===== src/mic_pkg.sv =====
`timescale 1ns / 1ps
// ---------------------------------------------------------------------------
// mic_pkg: shared types and constants of the integer core
// Opcodes, bus request codes, state encoding and coprocessor write masks.
// ---------------------------------------------------------------------------
package mic_pkg;

  localparam int XLEN = 32;

  localparam logic [31:0] RESET_PC   = 32'hBFC00000;
  localparam logic [31:0] SEG_MASK   = 32'hF0000000;
  localparam logic [31:0] LWL_KEEP   = 32'h00FFFFFF;
  localparam logic [31:0] LWR_KEEP   = 32'hFFFFFF00;
  localparam logic [31:0] WORD_ALIGN = 32'hFFFFFFFC;

  // request kinds
  localparam logic [1:0] KIND_FETCH = 2'd0;
  localparam logic [1:0] KIND_READ  = 2'd1;
  localparam logic [1:0] KIND_WRITE = 2'd2;

  // access sizes
  localparam logic [1:0] SZ_BYTE = 2'd0;
  localparam logic [1:0] SZ_HALF = 2'd1;
  localparam logic [1:0] SZ_WORD = 2'd2;

  // fault codes
  localparam logic [2:0] FLT_NONE = 3'd0;
  localparam logic [2:0] FLT_OVF  = 3'd1;
  localparam logic [2:0] FLT_ADDR = 3'd2;
  localparam logic [2:0] FLT_BRK  = 3'd3;
  localparam logic [2:0] FLT_SYS  = 3'd4;

  // pending access codes
  localparam logic [3:0] ACC_NONE = 4'd0;
  localparam logic [3:0] ACC_LB   = 4'd1;
  localparam logic [3:0] ACC_LBU  = 4'd2;
  localparam logic [3:0] ACC_LH   = 4'd3;
  localparam logic [3:0] ACC_LHU  = 4'd4;
  localparam logic [3:0] ACC_LW   = 4'd5;
  localparam logic [3:0] ACC_LWL  = 4'd6;
  localparam logic [3:0] ACC_LWR  = 4'd7;
  localparam logic [3:0] ACC_SWL  = 4'd8;
  localparam logic [3:0] ACC_SWR  = 4'd9;

  // primary opcodes
  localparam logic [5:0] OP_SPECIAL = 6'h00;
  localparam logic [5:0] OP_REGIMM  = 6'h01;
  localparam logic [5:0] OP_J       = 6'h02;
  localparam logic [5:0] OP_JAL     = 6'h03;
  localparam logic [5:0] OP_BEQ     = 6'h04;
  localparam logic [5:0] OP_BNE     = 6'h05;
  localparam logic [5:0] OP_BLEZ    = 6'h06;
  localparam logic [5:0] OP_BGTZ    = 6'h07;
  localparam logic [5:0] OP_ADDI    = 6'h08;
  localparam logic [5:0] OP_ADDIU   = 6'h09;
  localparam logic [5:0] OP_SLTI    = 6'h0A;
  localparam logic [5:0] OP_SLTIU   = 6'h0B;
  localparam logic [5:0] OP_ANDI    = 6'h0C;
  localparam logic [5:0] OP_ORI     = 6'h0D;
  localparam logic [5:0] OP_XORI    = 6'h0E;
  localparam logic [5:0] OP_LUI     = 6'h0F;
  localparam logic [5:0] OP_COP0    = 6'h10;
  localparam logic [5:0] OP_LB      = 6'h20;
  localparam logic [5:0] OP_LH      = 6'h21;
  localparam logic [5:0] OP_LWL     = 6'h22;
  localparam logic [5:0] OP_LW      = 6'h23;
  localparam logic [5:0] OP_LBU     = 6'h24;
  localparam logic [5:0] OP_LHU     = 6'h25;
  localparam logic [5:0] OP_LWR     = 6'h26;
  localparam logic [5:0] OP_SB      = 6'h28;
  localparam logic [5:0] OP_SH      = 6'h29;
  localparam logic [5:0] OP_SWL     = 6'h2A;
  localparam logic [5:0] OP_SW      = 6'h2B;
  localparam logic [5:0] OP_SWR     = 6'h2E;

  // special function codes
  localparam logic [5:0] FN_SLL   = 6'h00;
  localparam logic [5:0] FN_SRL   = 6'h02;
  localparam logic [5:0] FN_SRA   = 6'h03;
  localparam logic [5:0] FN_SLLV  = 6'h04;
  localparam logic [5:0] FN_SRLV  = 6'h06;
  localparam logic [5:0] FN_SRAV  = 6'h07;
  localparam logic [5:0] FN_JR    = 6'h08;
  localparam logic [5:0] FN_JALR  = 6'h09;
  localparam logic [5:0] FN_SYS   = 6'h0C;
  localparam logic [5:0] FN_BRK   = 6'h0D;
  localparam logic [5:0] FN_MFHI  = 6'h10;
  localparam logic [5:0] FN_MTHI  = 6'h11;
  localparam logic [5:0] FN_MFLO  = 6'h12;
  localparam logic [5:0] FN_MTLO  = 6'h13;
  localparam logic [5:0] FN_MULT  = 6'h18;
  localparam logic [5:0] FN_MULTU = 6'h19;
  localparam logic [5:0] FN_DIV   = 6'h1A;
  localparam logic [5:0] FN_DIVU  = 6'h1B;
  localparam logic [5:0] FN_ADD   = 6'h20;
  localparam logic [5:0] FN_ADDU  = 6'h21;
  localparam logic [5:0] FN_SUB   = 6'h22;
  localparam logic [5:0] FN_SUBU  = 6'h23;
  localparam logic [5:0] FN_AND   = 6'h24;
  localparam logic [5:0] FN_OR    = 6'h25;
  localparam logic [5:0] FN_XOR   = 6'h26;
  localparam logic [5:0] FN_NOR   = 6'h27;
  localparam logic [5:0] FN_SLT   = 6'h2A;
  localparam logic [5:0] FN_SLTU  = 6'h2B;

  localparam logic [4:0] COP_MF = 5'd0;
  localparam logic [4:0] COP_MT = 5'd4;

  typedef enum logic [2:0] {
    ST_IDLE, ST_EXEC, ST_MUL, ST_DIV, ST_OUT0, ST_OUT1
  } state_t;

  typedef struct packed {
    logic [1:0]  kind;
    logic [31:0] addr;
    logic [31:0] data;
    logic [1:0]  size;
    logic [2:0]  fault;
    logic        last;
  } req_t;

  // writable bits of each coprocessor register
  function automatic logic [31:0] cop0_wmask(input logic [3:0] idx);
    logic [31:0] m;
    case (idx)
      4'd3, 4'd5, 4'd9, 4'd11, 4'd12: m = 32'hFFFFFFFF;
      4'd7:    m = 32'hFFC0F03F;
      4'd13:   m = 32'h00000300;
      default: m = 32'h00000000;
    endcase
    return m;
  endfunction

endpackage


===== src/mic_div.sv =====
`timescale 1ns / 1ps
// ---------------------------------------------------------------------------
// mic_div: unsigned restoring divider
// One quotient bit per cycle; a zero divisor gives all ones and the dividend.
// ---------------------------------------------------------------------------
module mic_div (
  input  logic                      clk,
  input  logic                      rst,
  input  logic                      start,
  input  logic [mic_pkg::XLEN-1:0]  dividend,
  input  logic [mic_pkg::XLEN-1:0]  divisor,
  output logic                      done,
  output logic [mic_pkg::XLEN-1:0]  quotient,
  output logic [mic_pkg::XLEN-1:0]  remainder
);
  import mic_pkg::*;

  localparam int CW = $clog2(XLEN + 1);

  logic [XLEN-1:0] rem, quo, dvs;
  logic [CW-1:0]   cnt;
  logic [XLEN:0]   trial, diff;

  assign trial = {rem, quo[XLEN-1]};
  assign diff  = trial - {1'b0, dvs};

  // step one bit per cycle until the count runs out
  always_ff @(posedge clk) begin
    if (rst) begin
      cnt  <= '0;
      done <= 1'b0;
    end else begin
      done <= 1'b0;
      if (start) begin
        cnt <= CW'(XLEN);
        rem <= '0;
        quo <= dividend;
        dvs <= divisor;
      end else if (cnt != '0) begin
        cnt <= cnt - 1'b1;
        if (cnt == CW'(1)) done <= 1'b1;
        if (!diff[XLEN]) begin
          rem <= diff[XLEN-1:0];
          quo <= {quo[XLEN-2:0], 1'b1};
        end else begin
          rem <= trial[XLEN-1:0];
          quo <= {quo[XLEN-2:0], 1'b0};
        end
      end
    end
  end

  assign quotient  = quo;
  assign remainder = rem;

endmodule


===== config.mk =====
export PLATFORM = sky130hd
export DESIGN_NAME = mic_div
export DESIGN_NICKNAME = d
export VERILOG_FILES = /design/src/mic_pkg.sv /design/src/mic_div.sv
export SDC_FILE = /design/constraint.sdc
export NUM_CORES = 1
export LEC_CHECK = 0
export BUFFER_PORTS_ARGS = -buffer_cell sky130_fd_sc_hd__clkbuf_2
export CAP_MARGIN = 25
export CORE_MARGIN = 2
export CORE_UTILIZATION = 35
export CTS_CLUSTER_DIAMETER = 40
export DETAILED_ROUTE_END_ITERATION = 8
export PLACE_DENSITY = 0.52
export SETUP_SLACK_MARGIN = 0.15
export SYNTH_ARGS = -nofsm -noshare
export SYNTH_HDL_FRONTEND = slang
export SYNTH_SLANG_ARGS = --single-unit

===== constraint.sdc =====
create_clock -name clk -period 5.7 [get_ports clk]
set_input_delay 0.285 -clock clk [delete_from_list [all_inputs] [get_ports clk]]
set_output_delay 0.285 -clock clk [all_outputs]
set_load 0.01 [all_outputs]

==> flow_metrics.py <==
metrics = {
    "clocking": {
        "cts.sinks": 103,
        "clk-insertion-delay-late_ns": 0.36,
        "numCtsBuffers": 9,
        "cts_hold_buffers": 0,
        "cts_resized": 0,
        "cts_tree": "built",
        "clk_pin_slew_worst_paths_ns": 0.08,
        "htreeDepth": 3,
        "post-cts-setup-buffers": 0,
        "clockBufferDepth": 2,
        "cts_root_buffer": "clkbuf_16",
    },
    "routing": {
        "viasPerCell": 4.96,
        "wl_mm": 13.1,
        "wl_per_cell_um": 15.5,
        "drt_iter0_drc": 175,
        "ant_nets": 0,
        "drt_first_pass_iters": 4,
        "vias": 4184,
        "drc": 0,
    },
    "critical_path": {
        "path_cells": "inv_1 > ha_1 > fa_1 > nor2b_1 > o2111ai_1 > a21oi_1 > o211a_1 > o21ba_2 > a31oi_4 > xnor2_4 > buf_4 > or4b_1 > o311ai_1",
        "worst-setup-path-type": "flop to flop",
        "path_buf_inv": 2,
        "cp.required_ns": 5.88,
        "critPathArrivalTime_ns": 3.80,
        "start_kind": "flop",
        "cp_top_family": "compound AO/OA/AOI/OAI gates",
        "crit_fanout": 46,
        "crit_slowest_cell": "buf_4",
        "end_kind": "flop",
        "cp_slowest_stage_delay_ns": 0.52,
    },
    "outcome": {
        "status": "finished clean",
    },
    "layout": {
        "syn2layout_area_growth_pct": 22.3,
        "diodes": 0,
        "drive_gt1_share_pct": 30.1,
        "final_nets": 725,
        "final_util_pct": 43.9,
        "fill_cells": 1549,
    },
    "global_route": {
        "grt_usage_pct": 15.5,
        "grt_max_degree": 67,
        "gr-total-overflow": 0,
        "antenna_found_initial": 0,
        "grt_pass1_wl_mm": 21.7,
        "grt_pass1_vias": 4356,
    },
    "sta": {
        "setup_slack_ns": 2.08,
        "finalMaxSlewViolations": 0,
        "slew_headroom_pct": 40.8,
        "worst_pin_slew_ns": 0.887,
        "period_share_pct": 63.5,
        "min_period_ns": 3.62,
        "fin_worst_skew_ns": 0.0142,
        "setup_viol": 0,
        "timing.fmax_mhz": 276,
        "rsz0062_at_grt": "false",
        "setup_tns_ns": 0,
        "hold_viol": 0,
        "whs_ns": 0.0939,
    },
    "floorplanning": {
        "dieArea_um2": 17300,
        "die_h_um": 132,
        "rows": 46,
        "start_util_pct": 35.9,
        "io_pins": 132,
        "die_x_um": 132,
        "core_area_um2": 15900,
    },
    "synthesis": {
        "synth_seq_cells": 103,
        "yosysTopAreaCell": "edfxtp_1",
        "synthDistinctLibCells": 56,
        "synth_edf_count": 96,
        "synth_cells": 487,
        "synth_ff_type": "edfxtp_1",
        "netlist_area_um2": 5700,
        "synth.area.top_cells": "edfxtp_1 51%, ha_1 7.5%, mux2_2 6.1%",
        "synth_async_sr_flop_share_pct": 0,
        "synth.most_common_cell": "edfxtp_1",
        "ys_seq_area_share_pct": 53.0,
        "synth_top_area_share_pct": 50.5,
        "synthTopCellsByCount": "96 x edfxtp_1, 42 x nor2_1, 41 x inv_1",
        "avgSynthCellArea_um2": 11.7,
        "synth_nets": 589,
        "yosys_warnings": 0,
    },
    "power": {
        "leakagePower_nw": 3.05,
        "powerDensity_nw_per_um2": 441,
        "ir_drop_mv": 0.192,
    },
    "place": {
        "port-buffer-count": 131,
        "pre_cts_ws_ns": 2.11,
        "dp_hpwl_mm": 9.31,
        "gp_congestion": 0.814,
    },
    "worst_hold_path": {
        "hold_class": "input port to flop",
    },
    "run": {
        "drv_cap": 0,
    },
}
==> sequential cells by signal, indices dropped and copies added, names as in the netlist <==
signal	cells
dvs	32
cnt	6
quotient	32
remainder	32
done	1
==> cell families (layout without fill, tap and decap cells) <==
| logic type | Yosys count | in the layout | share of synthesized area, % |
|---|---|---|---|
| simple gates | 108 | 108 | 8.77 |
| compound gates | 107 | 107 | 12.2 |
| flops | 103 | 103 | 53.0 |
| buf+inv | 53 | 194 | 3.66 |
| mux | 50 | 50 | 9.48 |
| fa+ha+maj | 35 | 35 | 7.81 |
| xor+xnor | 31 | 31 | 5.09 |
==> worst reg2reg max path, delay by kind of cell (launching register included) <==
family,cells,cell delay (ns)
AND/OR/NAND/NOR,2,0.68
adder cells (fa/ha/maj),2,0.62
buffers and inverters,2,0.57
XOR/XNOR,1,0.13
AO/OA/AOI/OAI,6,1.05
flip-flops,1,0.38
==> cells in the final DEF (no fill, tap or decap), types with 11 or more instances in the layout <==
master / instances
a21oi_1: 39
clkbuf_2: 131
edfxtp_1: 96
ha_1: 34
inv_1: 41
mux2_2: 31
mux2i_1: 18
nand2_1: 30
nor2_1: 41
o21ai_0: 11
xnor2_1: 12
xor2_1: 18
==> power breakdown <==
group | internal (mW) | switching (mW)
Sequential | 1.02 | 0.0970
Combinational | 0.559 | 0.723
Clock | 0.356 | 0.318
Total | 1.94 | 1.14
==> worst paths after layout <==
kind	startpoint	endpoint	slack (ns)	depth (start not counted)
hold / removal	divisor[7]	dvs[7]$_DFFE_PP_	0.09	1
setup reg to reg	quotient[31]$_DFFE_PP_	remainder[31]$_SDFFCE_PP0P_	2.08	13
hold reg to reg	cnt[1]$_SDFFE_PP0P_	cnt[1]$_SDFFE_PP0P_	0.53	2
setup / recovery	quotient[31]$_DFFE_PP_	remainder[31]$_SDFFCE_PP0P_	2.08	13
==> metrics by stage <==
step | cells | total power, mW | cell area, um^2
finish | 844 | 3.07 | 6970
global route | 844 | 3.30 | 6970
CTS | 843 | 3.10 | 6950
detailed placement | 827 | 2.41 | 6630
global placement | 827 | 2.41 | 6630
floorplan | 487 | 2.09 | 5700
==> per-layer routing <==
metal | GRT usage, % | routed length (um) | vias to the layer above | part of all wire, %
met5 | 0 | 0 | - | 0
met4 | 3.86 | 138 | 0 | 1.1
met3 | 5.86 | 1050 | 10 | 8.0
met2 | 26.1 | 6140 | 135 | 47
met1 | 18.9 | 5760 | 1976 | 44
li1 | - | - | 2063 | -
==> layout make-up <==
type / instances / area [um^2] / share of cell area (%)
Clock buffer: 9 / 225 / 3.23
Clock inverter: 7 / 95.1 / 1.36
Inverter: 42 / 158 / 2.26
Multi-Input combinational cell: 331 / 2490 / 35.7
Sequential cell: 103 / 3020 / 43.3
Tap cell: 216 / 270 / 3.88
Timing Repair Buffer: 136 / 713 / 10.2
Note: power is estimated with default switching activity, not from simulation.
